===== src/tcce_pkg.sv =====
// shared types, constants and codes for the text console cursor engine
`default_nettype none

package tcce_pkg;

  // field widths
  localparam int COL_W      = 7;
  localparam int ROW_W      = 6;
  localparam int GLYPH_W    = 8;
  localparam int KIND_W     = 3;
  localparam int OP_W       = 3;
  localparam int TYPED_W    = 7;
  localparam int S_TDATA_W  = 16;
  localparam int M_TDATA_W  = 24;

  // configuration port
  localparam int CFG_INDEX_W = 1;
  localparam int CFG_DATA_W  = 7;
  localparam logic [CFG_INDEX_W-1:0] REG_TEXT_COLUMNS = 1'd0;
  localparam logic [CFG_INDEX_W-1:0] REG_TEXT_ROWS    = 1'd1;
  localparam logic [COL_W-1:0] COLS_RESET = 7'd50;
  localparam logic [ROW_W-1:0] ROWS_RESET = 6'd20;
  localparam logic [COL_W-1:0] COLS_MAX   = 7'd64;
  localparam logic [ROW_W-1:0] ROWS_MAX   = 6'd32;

  // parameter defaults
  localparam int LINE_CAPACITY_DEF = 64;
  localparam int TAB_STOP_DEF      = 4;

  // command budget per transaction
  localparam int MAX_RESULTS = 32;
  localparam int CNT_W       = 6;

  // tab stop table covers every non-negative column
  localparam int TAB_TABLE_N = 2 ** (COL_W - 1);

  // position meaning "nowhere yet"
  localparam logic signed [COL_W-1:0] COL_NONE = '1;
  localparam logic signed [ROW_W-1:0] ROW_NONE = '1;

  // character codes
  localparam logic [GLYPH_W-1:0] CH_NUL    = 8'h00;
  localparam logic [GLYPH_W-1:0] CH_BS     = 8'h08;
  localparam logic [GLYPH_W-1:0] CH_TAB    = 8'h09;
  localparam logic [GLYPH_W-1:0] CH_LF     = 8'h0A;
  localparam logic [GLYPH_W-1:0] CH_CR     = 8'h0D;
  localparam logic [GLYPH_W-1:0] CH_SPACE  = 8'h20;
  localparam logic [GLYPH_W-1:0] CH_PROMPT = 8'h3E;

  typedef enum logic [KIND_W-1:0] {
    KIND_TYPED   = 3'd0,
    KIND_PRINT   = 3'd1,
    KIND_NEWLINE = 3'd2,
    KIND_BLINK   = 3'd3,
    KIND_CLEAR   = 3'd4
  } kind_t;

  typedef enum logic [OP_W-1:0] {
    OP_ERASE      = 3'd0,
    OP_GLYPH      = 3'd1,
    OP_GLYPH_EMPH = 3'd2,
    OP_CURSOR     = 3'd3,
    OP_CLEAR_ROW  = 3'd4,
    OP_LINE_READY = 3'd5
  } op_t;

  typedef enum logic [3:0] {
    ST_IDLE,
    ST_PC_ERASE,
    ST_PC_GLYPH,
    ST_LF_CURSOR,
    ST_LF_TEXT,
    ST_LF_PROMPT,
    ST_ENT_ERASE,
    ST_ENT_READY,
    ST_BS_CURSOR,
    ST_BS_TEXT,
    ST_BLINK
  } state_t;

  // operand pair for the position step unit
  typedef struct packed {
    logic signed [COL_W-1:0] col;
    logic signed [ROW_W-1:0] row;
  } pos_req_t;

  // every step the unit offers for the selected pair
  typedef struct packed {
    logic signed [COL_W-1:0] inc_col;
    logic                    col_full;
    logic                    inc_col_stop;
    logic signed [ROW_W-1:0] inc_row;
    logic                    row_full;
    logic signed [COL_W-1:0] dec_col;
    logic signed [ROW_W-1:0] dec_row;
  } pos_res_t;

  // one draw command
  typedef struct packed {
    op_t                     op;
    logic signed [COL_W-1:0] col;
    logic signed [ROW_W-1:0] row;
    logic [GLYPH_W-1:0]      glyph;
    logic                    last;
  } cmd_t;

endpackage

`default_nettype wire


===== src/tcce_pos_unit.sv =====
// shared position step unit: column/row advance, step back and wrap compares
`default_nettype none

module tcce_pos_unit #(
  parameter int TAB_STOP = tcce_pkg::TAB_STOP_DEF
) (
  input  tcce_pkg::pos_req_t              req,
  input  logic [tcce_pkg::COL_W-1:0]      ncols,
  input  logic [tcce_pkg::ROW_W-1:0]      nrows,
  output tcce_pkg::pos_res_t              res
);
  import tcce_pkg::*;

  logic signed [COL_W:0]   col_plus;
  logic signed [ROW_W-1:0] inc_row;
  logic                    col_pos;
  logic                    row_pos;
  logic [TAB_TABLE_N-1:0]  tab_hit;

  // columns that sit on a tab stop, fixed at elaboration
  for (genvar g = 0; g < TAB_TABLE_N; g++) begin : g_tab
    assign tab_hit[g] = ((g % TAB_STOP) == 0);
  end

  // forward steps with wrap compares against the clamped counts
  assign col_plus = $signed({req.col[COL_W-1], req.col}) + $signed((COL_W + 1)'(1));
  assign inc_row  = req.row + ROW_W'(1);

  // strictly positive tests for the step back
  assign col_pos = !req.col[COL_W-1] && (req.col != '0);
  assign row_pos = !req.row[ROW_W-1] && (req.row != '0);

  always_comb begin
    res.inc_col      = col_plus[COL_W-1:0];
    res.col_full     = (col_plus >= $signed({1'b0, ncols}));
    res.inc_col_stop = !col_plus[COL_W-1] && tab_hit[col_plus[COL_W-2:0]];
    res.inc_row      = inc_row;
    res.row_full     = ($signed({inc_row[ROW_W-1], inc_row}) >= $signed({1'b0, nrows}));
    // step back from col <= 0: end of the row above, or last row if row <= 0
    if (col_pos) begin
      res.dec_col = req.col - COL_W'(1);
      res.dec_row = req.row;
    end else begin
      res.dec_col = ncols - COL_W'(1);
      res.dec_row = row_pos ? (req.row - ROW_W'(1)) : (nrows - ROW_W'(1));
    end
  end

endmodule

`default_nettype wire


===== src/tcce_out_stage.sv =====
// output register for draw commands on the master stream side
`default_nettype none

module tcce_out_stage (
  input  logic                              clk,
  input  logic                              rst,
  input  logic                              push,
  input  tcce_pkg::cmd_t                    cmd,
  output logic                              out_free,
  output logic                              m_tvalid,
  input  logic                              m_tready,
  output logic [tcce_pkg::M_TDATA_W-1:0]    m_tdata,
  output logic [tcce_pkg::OP_W-1:0]         m_tuser,
  output logic                              m_tlast
);
  import tcce_pkg::*;

  localparam int PAD_W = M_TDATA_W - COL_W - ROW_W - GLYPH_W;

  cmd_t held;

  // slot is free when empty or drained this cycle
  assign out_free = !m_tvalid || m_tready;

  // valid flag
  always_ff @(posedge clk) begin
    if (rst) begin
      m_tvalid <= 1'b0;
    end else if (push) begin
      m_tvalid <= 1'b1;
    end else if (m_tready) begin
      m_tvalid <= 1'b0;
    end
  end

  // command payload
  always_ff @(posedge clk) begin
    if (push) begin
      held <= cmd;
    end
  end

  // tdata from bit 0: col, row, glyph, zero pad
  assign m_tdata = {PAD_W'(0), held.glyph, held.row, held.col};
  assign m_tuser = held.op;
  assign m_tlast = held.last;

endmodule

`default_nettype wire


===== src/text_console_cursor_engine.sv =====
// text console cursor engine: sequencer, position state and configuration
// a plain character is accepted, then takes two steps, erase and glyph, a command each;
// a line feed takes two steps plus one for a prompt, a tab repeats the character steps,
// a clear screen takes 2 * rows steps; all steps go through the one position step unit
// and wait whenever the output register is still held by the sink
// rst puts all positions at -1, shows the cursor, zeroes the typed count, loads 50 x 20
`default_nettype none

module text_console_cursor_engine #(
  parameter int LINE_CAPACITY = tcce_pkg::LINE_CAPACITY_DEF,
  parameter int TAB_STOP      = tcce_pkg::TAB_STOP_DEF
) (
  input  logic                               clk,
  input  logic                               rst,
  // configuration writes
  input  logic                               cfg_wr_en,
  input  logic [tcce_pkg::CFG_INDEX_W-1:0]   cfg_index,
  input  logic [tcce_pkg::CFG_DATA_W-1:0]    cfg_wdata,
  // input items
  input  logic                               s_tvalid,
  output logic                               s_tready,
  input  logic [tcce_pkg::S_TDATA_W-1:0]     s_tdata,   // ch[7:0], emphasize[8], prompt[9]
  input  logic [tcce_pkg::KIND_W-1:0]        s_tuser,   // kind[2:0]
  // draw commands
  output logic                               m_tvalid,
  input  logic                               m_tready,
  output logic [tcce_pkg::M_TDATA_W-1:0]     m_tdata,   // col[6:0], row[12:7], glyph[20:13]
  output logic [tcce_pkg::OP_W-1:0]          m_tuser,   // op[2:0]
  output logic                               m_tlast
);
  import tcce_pkg::*;

  localparam logic [TYPED_W:0] TYPED_LIMIT = (TYPED_W + 1)'(LINE_CAPACITY - 1);

  state_t state, state_next;

  // configuration and clamped counts
  logic [COL_W-1:0] text_columns;
  logic [ROW_W-1:0] text_rows;
  logic [COL_W-1:0] n_cols;
  logic [ROW_W-1:0] n_rows;

  // architectural state
  logic signed [COL_W-1:0] text_col, text_col_next;
  logic signed [ROW_W-1:0] text_row, text_row_next;
  logic signed [COL_W-1:0] cursor_col, cursor_col_next;
  logic signed [ROW_W-1:0] cursor_row, cursor_row_next;
  logic                    cursor_visible, cursor_visible_next;
  logic [TYPED_W-1:0]      typed_count, typed_count_next;

  // per transaction context
  logic [GLYPH_W-1:0] cur_glyph, cur_glyph_next;
  logic               cur_emph, cur_emph_next;
  logic               tab_mode, tab_mode_next;
  logic               lf_prompt, lf_prompt_next;
  logic               clear_mode, clear_mode_next;
  logic [ROW_W-1:0]   lines_left, lines_left_next;
  logic [CNT_W-1:0]   emit_count;

  // dispatch decode
  state_t             disp_state;
  logic [TYPED_W-1:0] disp_typed;
  logic [GLYPH_W-1:0] disp_glyph;
  logic               disp_emph;
  logic               disp_tab;
  logic               disp_prompt;
  logic               disp_clear;

  // input fields
  kind_t              in_kind;
  logic [GLYPH_W-1:0] in_ch;
  logic               in_emph;
  logic               in_prompt;

  // step control
  logic               s_accept;
  logic               out_free;
  logic               step_go;
  logic               emits;
  logic               more;
  logic               sel_text;
  logic               push;
  cmd_t               push_cmd;
  logic signed [ROW_W-1:0] row_new;
  logic               clear_again;

  pos_req_t pos_req;
  pos_res_t pos_res;

  assign in_kind   = kind_t'(s_tuser);
  assign in_ch     = s_tdata[GLYPH_W-1:0];
  assign in_emph   = s_tdata[GLYPH_W];
  assign in_prompt = s_tdata[GLYPH_W+1];

  assign s_tready = (state == ST_IDLE);
  assign s_accept = s_tvalid && s_tready;
  assign step_go  = (state != ST_IDLE) && out_free;

  // clamp the register values to the supported ranges
  always_comb begin
    if (text_columns == '0) begin
      n_cols = COL_W'(1);
    end else if (text_columns > COLS_MAX) begin
      n_cols = COLS_MAX;
    end else begin
      n_cols = text_columns;
    end
    if (text_rows == '0) begin
      n_rows = ROW_W'(1);
    end else if (text_rows > ROWS_MAX) begin
      n_rows = ROWS_MAX;
    end else begin
      n_rows = text_rows;
    end
  end

  // shared position unit works on the text pair or the cursor pair
  assign pos_req.col = sel_text ? text_col : cursor_col;
  assign pos_req.row = sel_text ? text_row : cursor_row;

  tcce_pos_unit #(
    .TAB_STOP (TAB_STOP)
  ) u_pos (
    .req   (pos_req),
    .ncols (n_cols),
    .nrows (n_rows),
    .res   (pos_res)
  );

  assign row_new     = pos_res.row_full ? ROW_W'(0) : pos_res.inc_row;
  assign clear_again = clear_mode && (lines_left > ROW_W'(1));

  // decode an incoming item into its first step
  always_comb begin
    disp_state  = ST_IDLE;
    disp_typed  = typed_count;
    disp_glyph  = in_ch;
    disp_emph   = 1'b0;
    disp_tab    = 1'b0;
    disp_prompt = 1'b0;
    disp_clear  = 1'b0;
    case (in_kind)
      KIND_TYPED: begin
        if (in_ch == CH_NUL) begin
          disp_state = ST_IDLE;
        end else if (in_ch == CH_LF) begin
          if (typed_count != '0) begin
            disp_state  = ST_ENT_ERASE;
            disp_prompt = 1'b1;
            disp_typed  = '0;
          end
        end else if (in_ch == CH_BS) begin
          if (typed_count != '0) begin
            disp_state = ST_BS_CURSOR;
            disp_typed = typed_count - TYPED_W'(1);
          end
        end else if ({1'b0, typed_count} < TYPED_LIMIT) begin
          disp_state = ST_PC_ERASE;
          disp_typed = typed_count + TYPED_W'(1);
        end
      end
      KIND_PRINT: begin
        if (in_ch == CH_CR) begin
          disp_state = ST_IDLE;
        end else if (in_ch == CH_LF) begin
          disp_state = ST_LF_CURSOR;
        end else if (in_ch == CH_TAB) begin
          disp_state = ST_PC_ERASE;
          disp_glyph = CH_SPACE;
          disp_tab   = 1'b1;
        end else begin
          disp_state = ST_PC_ERASE;
          disp_emph  = in_emph;
        end
      end
      KIND_NEWLINE: begin
        disp_state  = ST_LF_CURSOR;
        disp_prompt = in_prompt;
      end
      KIND_BLINK: begin
        disp_state = ST_BLINK;
      end
      KIND_CLEAR: begin
        disp_state = ST_LF_CURSOR;
        disp_clear = 1'b1;
      end
      default: begin
        disp_state = ST_IDLE;
      end
    endcase
  end

  // next state
  always_comb begin
    state_next = state;
    case (state)
      ST_IDLE: begin
        if (s_accept) begin
          state_next = disp_state;
        end
      end
      ST_PC_ERASE: begin
        if (step_go) state_next = ST_PC_GLYPH;
      end
      ST_PC_GLYPH: begin
        if (step_go) begin
          if (pos_res.col_full) begin
            state_next = ST_LF_CURSOR;
          end else if (tab_mode && !pos_res.inc_col_stop) begin
            state_next = ST_PC_ERASE;
          end else begin
            state_next = ST_IDLE;
          end
        end
      end
      ST_LF_CURSOR: begin
        if (step_go) state_next = ST_LF_TEXT;
      end
      ST_LF_TEXT: begin
        if (step_go) begin
          if (lf_prompt) begin
            state_next = ST_LF_PROMPT;
          end else if (clear_again) begin
            state_next = ST_LF_CURSOR;
          end else begin
            state_next = ST_IDLE;
          end
        end
      end
      ST_LF_PROMPT: begin
        if (step_go) state_next = ST_IDLE;
      end
      ST_ENT_ERASE: begin
        if (step_go) state_next = ST_ENT_READY;
      end
      ST_ENT_READY: begin
        if (step_go) state_next = ST_LF_CURSOR;
      end
      ST_BS_CURSOR: begin
        if (step_go) state_next = ST_BS_TEXT;
      end
      ST_BS_TEXT: begin
        if (step_go) state_next = ST_IDLE;
      end
      ST_BLINK: begin
        if (step_go) state_next = ST_IDLE;
      end
      default: begin
        state_next = ST_IDLE;
      end
    endcase
  end

  // step outputs: unit operand select and the command of this step
  always_comb begin
    emits          = 1'b0;
    more           = 1'b0;
    sel_text       = 1'b0;
    push_cmd.op    = OP_ERASE;
    push_cmd.col   = cursor_col;
    push_cmd.row   = cursor_row;
    push_cmd.glyph = '0;
    case (state)
      ST_PC_ERASE: begin
        emits = 1'b1;
        more  = 1'b1;
      end
      ST_PC_GLYPH: begin
        sel_text       = 1'b1;
        emits          = 1'b1;
        push_cmd.op    = cur_emph ? OP_GLYPH_EMPH : OP_GLYPH;
        push_cmd.col   = text_col;
        push_cmd.row   = text_row;
        push_cmd.glyph = cur_glyph;
        more           = pos_res.col_full || (tab_mode && !pos_res.inc_col_stop);
      end
      ST_LF_TEXT: begin
        sel_text     = 1'b1;
        emits        = 1'b1;
        push_cmd.op  = OP_CLEAR_ROW;
        push_cmd.col = '0;
        push_cmd.row = row_new;
        more         = lf_prompt || clear_again;
      end
      ST_LF_PROMPT: begin
        emits          = 1'b1;
        push_cmd.op    = OP_GLYPH;
        push_cmd.col   = text_col;
        push_cmd.row   = text_row;
        push_cmd.glyph = CH_PROMPT;
      end
      ST_ENT_ERASE: begin
        emits = 1'b1;
        more  = 1'b1;
      end
      ST_ENT_READY: begin
        emits        = 1'b1;
        push_cmd.op  = OP_LINE_READY;
        push_cmd.col = '0;
        push_cmd.row = '0;
        more         = 1'b1;
      end
      ST_BS_CURSOR: begin
        emits = 1'b1;
        more  = 1'b1;
      end
      ST_BS_TEXT: begin
        sel_text     = 1'b1;
        emits        = 1'b1;
        push_cmd.col = pos_res.dec_col;
        push_cmd.row = pos_res.dec_row;
      end
      ST_BLINK: begin
        emits       = 1'b1;
        push_cmd.op = cursor_visible ? OP_CURSOR : OP_ERASE;
      end
      default: begin
        emits = 1'b0;
      end
    endcase
    push_cmd.last = !more || (emit_count == CNT_W'(MAX_RESULTS - 1));
  end

  // commands past the budget are dropped while the state still moves on
  assign push = step_go && emits && (emit_count < CNT_W'(MAX_RESULTS));

  // next values of position state and context
  always_comb begin
    text_col_next       = text_col;
    text_row_next       = text_row;
    cursor_col_next     = cursor_col;
    cursor_row_next     = cursor_row;
    cursor_visible_next = cursor_visible;
    typed_count_next    = typed_count;
    cur_glyph_next      = cur_glyph;
    cur_emph_next       = cur_emph;
    tab_mode_next       = tab_mode;
    lf_prompt_next      = lf_prompt;
    clear_mode_next     = clear_mode;
    lines_left_next     = lines_left;
    if (s_accept) begin
      typed_count_next = disp_typed;
      cur_glyph_next   = disp_glyph;
      cur_emph_next    = disp_emph;
      tab_mode_next    = disp_tab;
      lf_prompt_next   = disp_prompt;
      clear_mode_next  = disp_clear;
      lines_left_next  = n_rows;
    end else if (step_go) begin
      case (state)
        ST_PC_ERASE: begin
          cursor_col_next = pos_res.inc_col;
        end
        ST_PC_GLYPH: begin
          if (!pos_res.col_full) begin
            text_col_next = pos_res.inc_col;
          end
        end
        ST_LF_CURSOR: begin
          cursor_col_next = '0;
          cursor_row_next = pos_res.inc_row;
        end
        ST_LF_TEXT: begin
          text_col_next = '0;
          text_row_next = row_new;
          if (pos_res.row_full) begin
            cursor_row_next = '0;
          end
          if (clear_again) begin
            lines_left_next = lines_left - ROW_W'(1);
          end else if (clear_mode) begin
            // end of a clear screen parks every position
            text_col_next   = COL_NONE;
            text_row_next   = ROW_NONE;
            cursor_col_next = COL_NONE;
            cursor_row_next = ROW_NONE;
          end
        end
        ST_LF_PROMPT: begin
          text_col_next   = COL_W'(1);
          cursor_col_next = COL_W'(1);
        end
        ST_BS_CURSOR: begin
          cursor_col_next = pos_res.dec_col;
          cursor_row_next = pos_res.dec_row;
        end
        ST_BS_TEXT: begin
          text_col_next = pos_res.dec_col;
          text_row_next = pos_res.dec_row;
        end
        ST_BLINK: begin
          cursor_visible_next = !cursor_visible;
        end
        default: begin
          cursor_visible_next = cursor_visible;
        end
      endcase
    end
  end

  // control and position registers
  always_ff @(posedge clk) begin
    if (rst) begin
      state          <= ST_IDLE;
      text_columns   <= COLS_RESET;
      text_rows      <= ROWS_RESET;
      text_col       <= COL_NONE;
      text_row       <= ROW_NONE;
      cursor_col     <= COL_NONE;
      cursor_row     <= ROW_NONE;
      cursor_visible <= 1'b1;
      typed_count    <= '0;
      cur_emph       <= 1'b0;
      tab_mode       <= 1'b0;
      lf_prompt      <= 1'b0;
      clear_mode     <= 1'b0;
      lines_left     <= '0;
      emit_count     <= '0;
    end else begin
      state          <= state_next;
      text_col       <= text_col_next;
      text_row       <= text_row_next;
      cursor_col     <= cursor_col_next;
      cursor_row     <= cursor_row_next;
      cursor_visible <= cursor_visible_next;
      typed_count    <= typed_count_next;
      cur_emph       <= cur_emph_next;
      tab_mode       <= tab_mode_next;
      lf_prompt      <= lf_prompt_next;
      clear_mode     <= clear_mode_next;
      lines_left     <= lines_left_next;
      if (s_accept) begin
        emit_count <= '0;
      end else if (push) begin
        emit_count <= emit_count + CNT_W'(1);
      end
      if (cfg_wr_en) begin
        case (cfg_index)
          REG_TEXT_COLUMNS: text_columns <= cfg_wdata;
          REG_TEXT_ROWS:    text_rows    <= cfg_wdata[ROW_W-1:0];
          default:          text_rows    <= text_rows;
        endcase
      end
    end
  end

  // glyph of the current transaction
  always_ff @(posedge clk) begin
    cur_glyph <= cur_glyph_next;
  end

  tcce_out_stage u_out (
    .clk      (clk),
    .rst      (rst),
    .push     (push),
    .cmd      (push_cmd),
    .out_free (out_free),
    .m_tvalid (m_tvalid),
    .m_tready (m_tready),
    .m_tdata  (m_tdata),
    .m_tuser  (m_tuser),
    .m_tlast  (m_tlast)
  );

  // a command is only loaded into a free output slot
  a_push_free: assert property (@(posedge clk) disable iff (rst)
    push |-> out_free)
    else $error("command pushed into a held output register");

  // the command budget never overflows
  a_budget: assert property (@(posedge clk) disable iff (rst)
    emit_count <= CNT_W'(MAX_RESULTS))
    else $error("command count beyond budget");

  // a final command that is not forced by the budget ends the transaction
  a_last_ends: assert property (@(posedge clk) disable iff (rst)
    push && push_cmd.last && (emit_count != CNT_W'(MAX_RESULTS - 1))
      |=> (state == ST_IDLE))
    else $error("sequencer kept running after the final command");

  // between transactions the text column is never below the parked position
  a_text_col_range: assert property (@(posedge clk) disable iff (rst)
    (state == ST_IDLE) |-> (text_col >= COL_NONE))
    else $error("text column below the parked position");

  // a clear screen always has a line left when it draws one
  a_clear_lines: assert property (@(posedge clk) disable iff (rst)
    (state == ST_LF_TEXT) && clear_mode |-> (lines_left != '0))
    else $error("clear screen ran out of rows");

endmodule

`default_nettype wire


===== config.mk =====
export PLATFORM = sky130hd
export DESIGN_NAME = text_console_cursor_engine
export DESIGN_NICKNAME = d
export VERILOG_FILES = /design/src/tcce_pkg.sv /design/src/tcce_pos_unit.sv /design/src/tcce_out_stage.sv /design/src/text_console_cursor_engine.sv
export SDC_FILE = /design/constraint.sdc
export NUM_CORES = 1
export LEC_CHECK = 0
export BUFFER_PORTS_ARGS = -buffer_cell sky130_fd_sc_hd__buf_2
export CELL_PAD_IN_SITES_DETAIL_PLACEMENT = 0
export CELL_PAD_IN_SITES_GLOBAL_PLACEMENT = 2
export CORE_MARGIN = 5
export CORE_UTILIZATION = 23
export CTS_BUF_LIST = sky130_fd_sc_hd__clkbuf_4 sky130_fd_sc_hd__clkbuf_8 sky130_fd_sc_hd__clkbuf_16
export DETAILED_ROUTE_END_ITERATION = 8
export PLACE_DENSITY = 0.66
export SLEW_MARGIN = 0
export SYNTH_ARGS = -nofsm -noshare
export SYNTH_HDL_FRONTEND = slang
export SYNTH_SLANG_ARGS = --single-unit

===== constraint.sdc =====
create_clock -name clk -period 4.05 [get_ports clk]
set_clock_uncertainty 0.05 [all_clocks]
set_input_delay 0.405 -clock clk [delete_from_list [all_inputs] [get_ports clk]]
set_output_delay 0.405 -clock clk [all_outputs]
set_load 0.02 [all_outputs]

==> impl_metrics.py <==
metrics = {
    "synthesis": {
        "synth_top_area_share": 0.183,
        "yosysUniqueCellTypes": 103,
        "syn-cell-area_mm2": 0.00744,
        "yosys_most_used_dff": "dfxtp_1",
        "syn_inst": 885,
        "ys.warnings.count": 0,
        "syn_avg_cell_area_um2": 8.40,
        "yosys_register_bits": 101,
        "synth-edff-count": 33,
        "ys_async_sr_fraction": 0,
        "synth_top_cell_by_area": "dfxtp_1",
        "synth_area_leaders": "dfxtp_1, edfxtp_1, nor2_1",
        "ys_seq_area_frac": 0.316,
    },
    "finish": {
        "regArea_mm2": 0.00236,
        "nets": 1037,
        "synthToLayoutAreaGrowth_pct": 20.8,
        "final_common_cell": "nor2_1",
        "n_fill_cell": 3430,
        "diodes": 0,
        "multiInputGateArea_mm2": 0.00469,
        "layout-drive-gt1-share": 0.230,
        "stdcell_area_mm2": 0.00899,
        "final_cell_mix": "nor2_1, nand2_1, buf_4",
    },
    "hold_path": {
        "min_to": "cur_glyph[6]",
        "min_path_cells": 1,
        "min_path_type": "in -> reg",
        "min_from": "s_tdata[6]",
    },
    "sta": {
        "tightest_slew_ns": 1.00,
        "hold_viol_final": 0,
        "fin_crit_ns": 3.87,
        "setup_violations": 0,
        "slew_headroom": 0.331,
        "maxSlewViolCount": 0,
        "layout_setup_ws_ns": 0.181,
        "timing.final.crit_share": 0.955,
        "rsz0062_at_grt": "true",
        "holdWs_ns": 0.183,
        "fmax_mhz": 258,
    },
    "floorplan": {
        "start_util": 0.235,
        "std_cell_rows": 65,
        "die_area_mm2": 0.0360,
        "die_w_um": 190,
        "coreArea_mm2": 0.0317,
        "die_height_um": 190,
        "pin_count": 62,
    },
    "grt": {
        "antenna_found_initial": 0,
        "grt_pass1_wl_um": 41200,
        "grt_use_total": 0.145,
        "grt_pass1_vias": 6968,
        "overflow": 0,
        "grt_max_degree": 38,
    },
    "power_and_ir_drop": {
        "clock_power_share": 0.141,
        "seqPwrFrac": 0.212,
        "p_comb_frac": 0.646,
        "switchingPower_uw": 3180,
        "ir_drop_uv": 241,
        "switching_share": 0.456,
        "p_per_area_mw_per_mm2": 777,
        "leakagePower_uw": 0.00349,
        "p_int_uw": 3800,
    },
    "setup_path": {
        "startpoint_type": "flip-flop",
        "reg2reg_setup_slack_ns": 0.18,
        "timing.rr.end": "u_out.m_tdata[7]",
        "r2r_cells": 16,
        "cp.arrival_ns": 3.93,
        "reg2reg_from": "state[1]",
        "worstPathRequired_ns": 4.11,
        "criticalPathCategory": "reg -> reg",
        "cp_max_fo": 8,
        "end_kind": "flip-flop",
    },
    "placement": {
        "gp_congestion": 0.864,
        "dp_hpwl_um": 19900,
        "port_buffers": 52,
        "place_area_mm2": 0.00852,
        "pre_cts_slack_ns": -0.00219,
    },
    "detailed_routing": {
        "drc_errors": 0,
        "num_vias": 7080,
        "routed_wl_um": 26500,
        "postRouteAntennaNets": 0,
        "viasPerCell": 5.12,
        "post_drt_wl_per_cell_um": 19.2,
        "drtIter0Drc": 542,
        "first_pass_iters": 5,
    },
    "status": {
        "status": "completed",
    },
    "clocking": {
        "insertion_delay_ns": 0.37,
        "clk_path_buf_depth": 2,
        "cts-root-buf": "clkbuf_16",
        "cts_tree": "built",
        "cts.sinks": 101,
        "clk_pin_slew_ns": 0.08,
        "cts_made_buffers": 9,
        "cts_max_level": 3,
    },
    "run": {
        "cap_viol_max_count": 0,
    },
}
-- critical path, stage by stage, from the launching register on --
cell and delay, ns:
dfxtp_4 0.38, or3b_4 0.45, buf_4 0.18, o22a_1 0.21
o221a_4 0.28, ha_2 0.19, nand2_1 0.07, xnor2_1 0.09
ha_1 0.31, nand3_1 0.10, o21bai_1 0.17, a31oi_1 0.21
nor3_2 0.07, o21a_2 0.28, buf_4 0.16, a222oi_1 0.29
nand2_1 0.11
-- worst max path at each step --
stage / startpoint / end / depth (start not counted)
floorplan: state[3] / text_col[1] / 18
global placement: state[1] / u_out.m_tdata[7] / 18
detailed placement: state[1] / u_out.m_tdata[7] / 18
CTS: state[1] / u_out.m_tdata[7] / 17
global route: state[1] / u_out.m_tdata[7] / 18
finish: state[1] / u_out.m_tdata[7] / 16
-- Yosys cell counts (10+ instances only) --
library cell	number
o21ai_0	39
nand3_1	20
nor3_1	25
ha_1	28
inv_1	32
nor4_1	10
nand4_1	10
nor2b_1	10
edfxtp_1	33
xnor2_1	19
buf_4	11
a21o_1	12
a21oi_1	74
buf_6	11
xor2_1	11
a211oi_1	10
nand2_1	90
mux2i_1	10
a221o_1	10
dfxtp_1	68
clkbuf_1	22
o22ai_1	14
nor2_1	99
-- state kept, by name, indices dropped and copies added, names as in the netlist, 6 cells and up --
register,flops
u_out.m_tdata,21
cur_glyph,8
cursor_col,7
text_col,7
text_columns,7
typed_count,7
cursor_row,6
emit_count,6
lines_left,6
text_row,6
text_rows,6
-- area by class of cell --
cell class | instances | share of cell area
clock buffer | 10 | 0.0259
clock inverter | 6 | 0.0104
inverter | 37 | 0.0155
multi-input combinational | 691 | 0.522
sequential | 101 | 0.263
tap | 402 | 0.0560
timing repair buffer | 136 | 0.108
-- stage by stage --
stage / cells / setup TNS (ns) / power [µW] / utilization
floorplan: 887 / 0 / 4150 / -
global placement: 1363 / -0.00934 / 5810 / 0.268
detailed placement: 1363 / -0.00219 / 5820 / 0.268
CTS: 1379 / 0 / 6840 / 0.279
global route: 1383 / -0.0153 / 7500 / 0.283
finish: 1383 / 0 / 6990 / 0.283
-- repair_timing --
action                     4_1_cts  5_1_grt
buffers inserted                 0        4
setup endpoints to repair        1       20
hold buffers                     0        0
resized for setup                1       24
pin swaps                        0       10
-- per-layer routing --
metal / GRT usage / vias to the layer above / part of all wire
met5: 0 / - / 0
met4: 0.0428 / 0 / 0.020
met3: 0.0209 / 30 / 0.041
met2: 0.241 / 149 / 0.47
met1: 0.196 / 3396 / 0.47
li1: - / 3505 / -
-- power by group through the flow --
stage / clock, µW / sequential (µW) / combinational, µW
5_1_grt: 1040 / 1510 / 4950
2_1_floorplan: 0 / 1550 / 2600
3_5_place_dp: 0 / 1500 / 4320
3_3_place_gp: 0 / 1500 / 4310
6_report: 989 / 1480 / 4520
4_1_cts: 1010 / 1480 / 4350
-- cells by family (layout without fill, tap and decap cells) --
family | count (synthesis) | count (layout) | share of synthesized area
simple gates | 323 | 323 | 0.213
compound gates | 294 | 294 | 0.302
flops | 101 | 101 | 0.316
buf+inv | 95 | 189 | 0.0659
xor+xnor | 31 | 31 | 0.0375
fa+ha+maj | 29 | 29 | 0.0498
mux | 11 | 11 | 0.0150
other cells | 1 | 3 | 0.000504
Note: power is estimated with default switching activity, not from simulation.
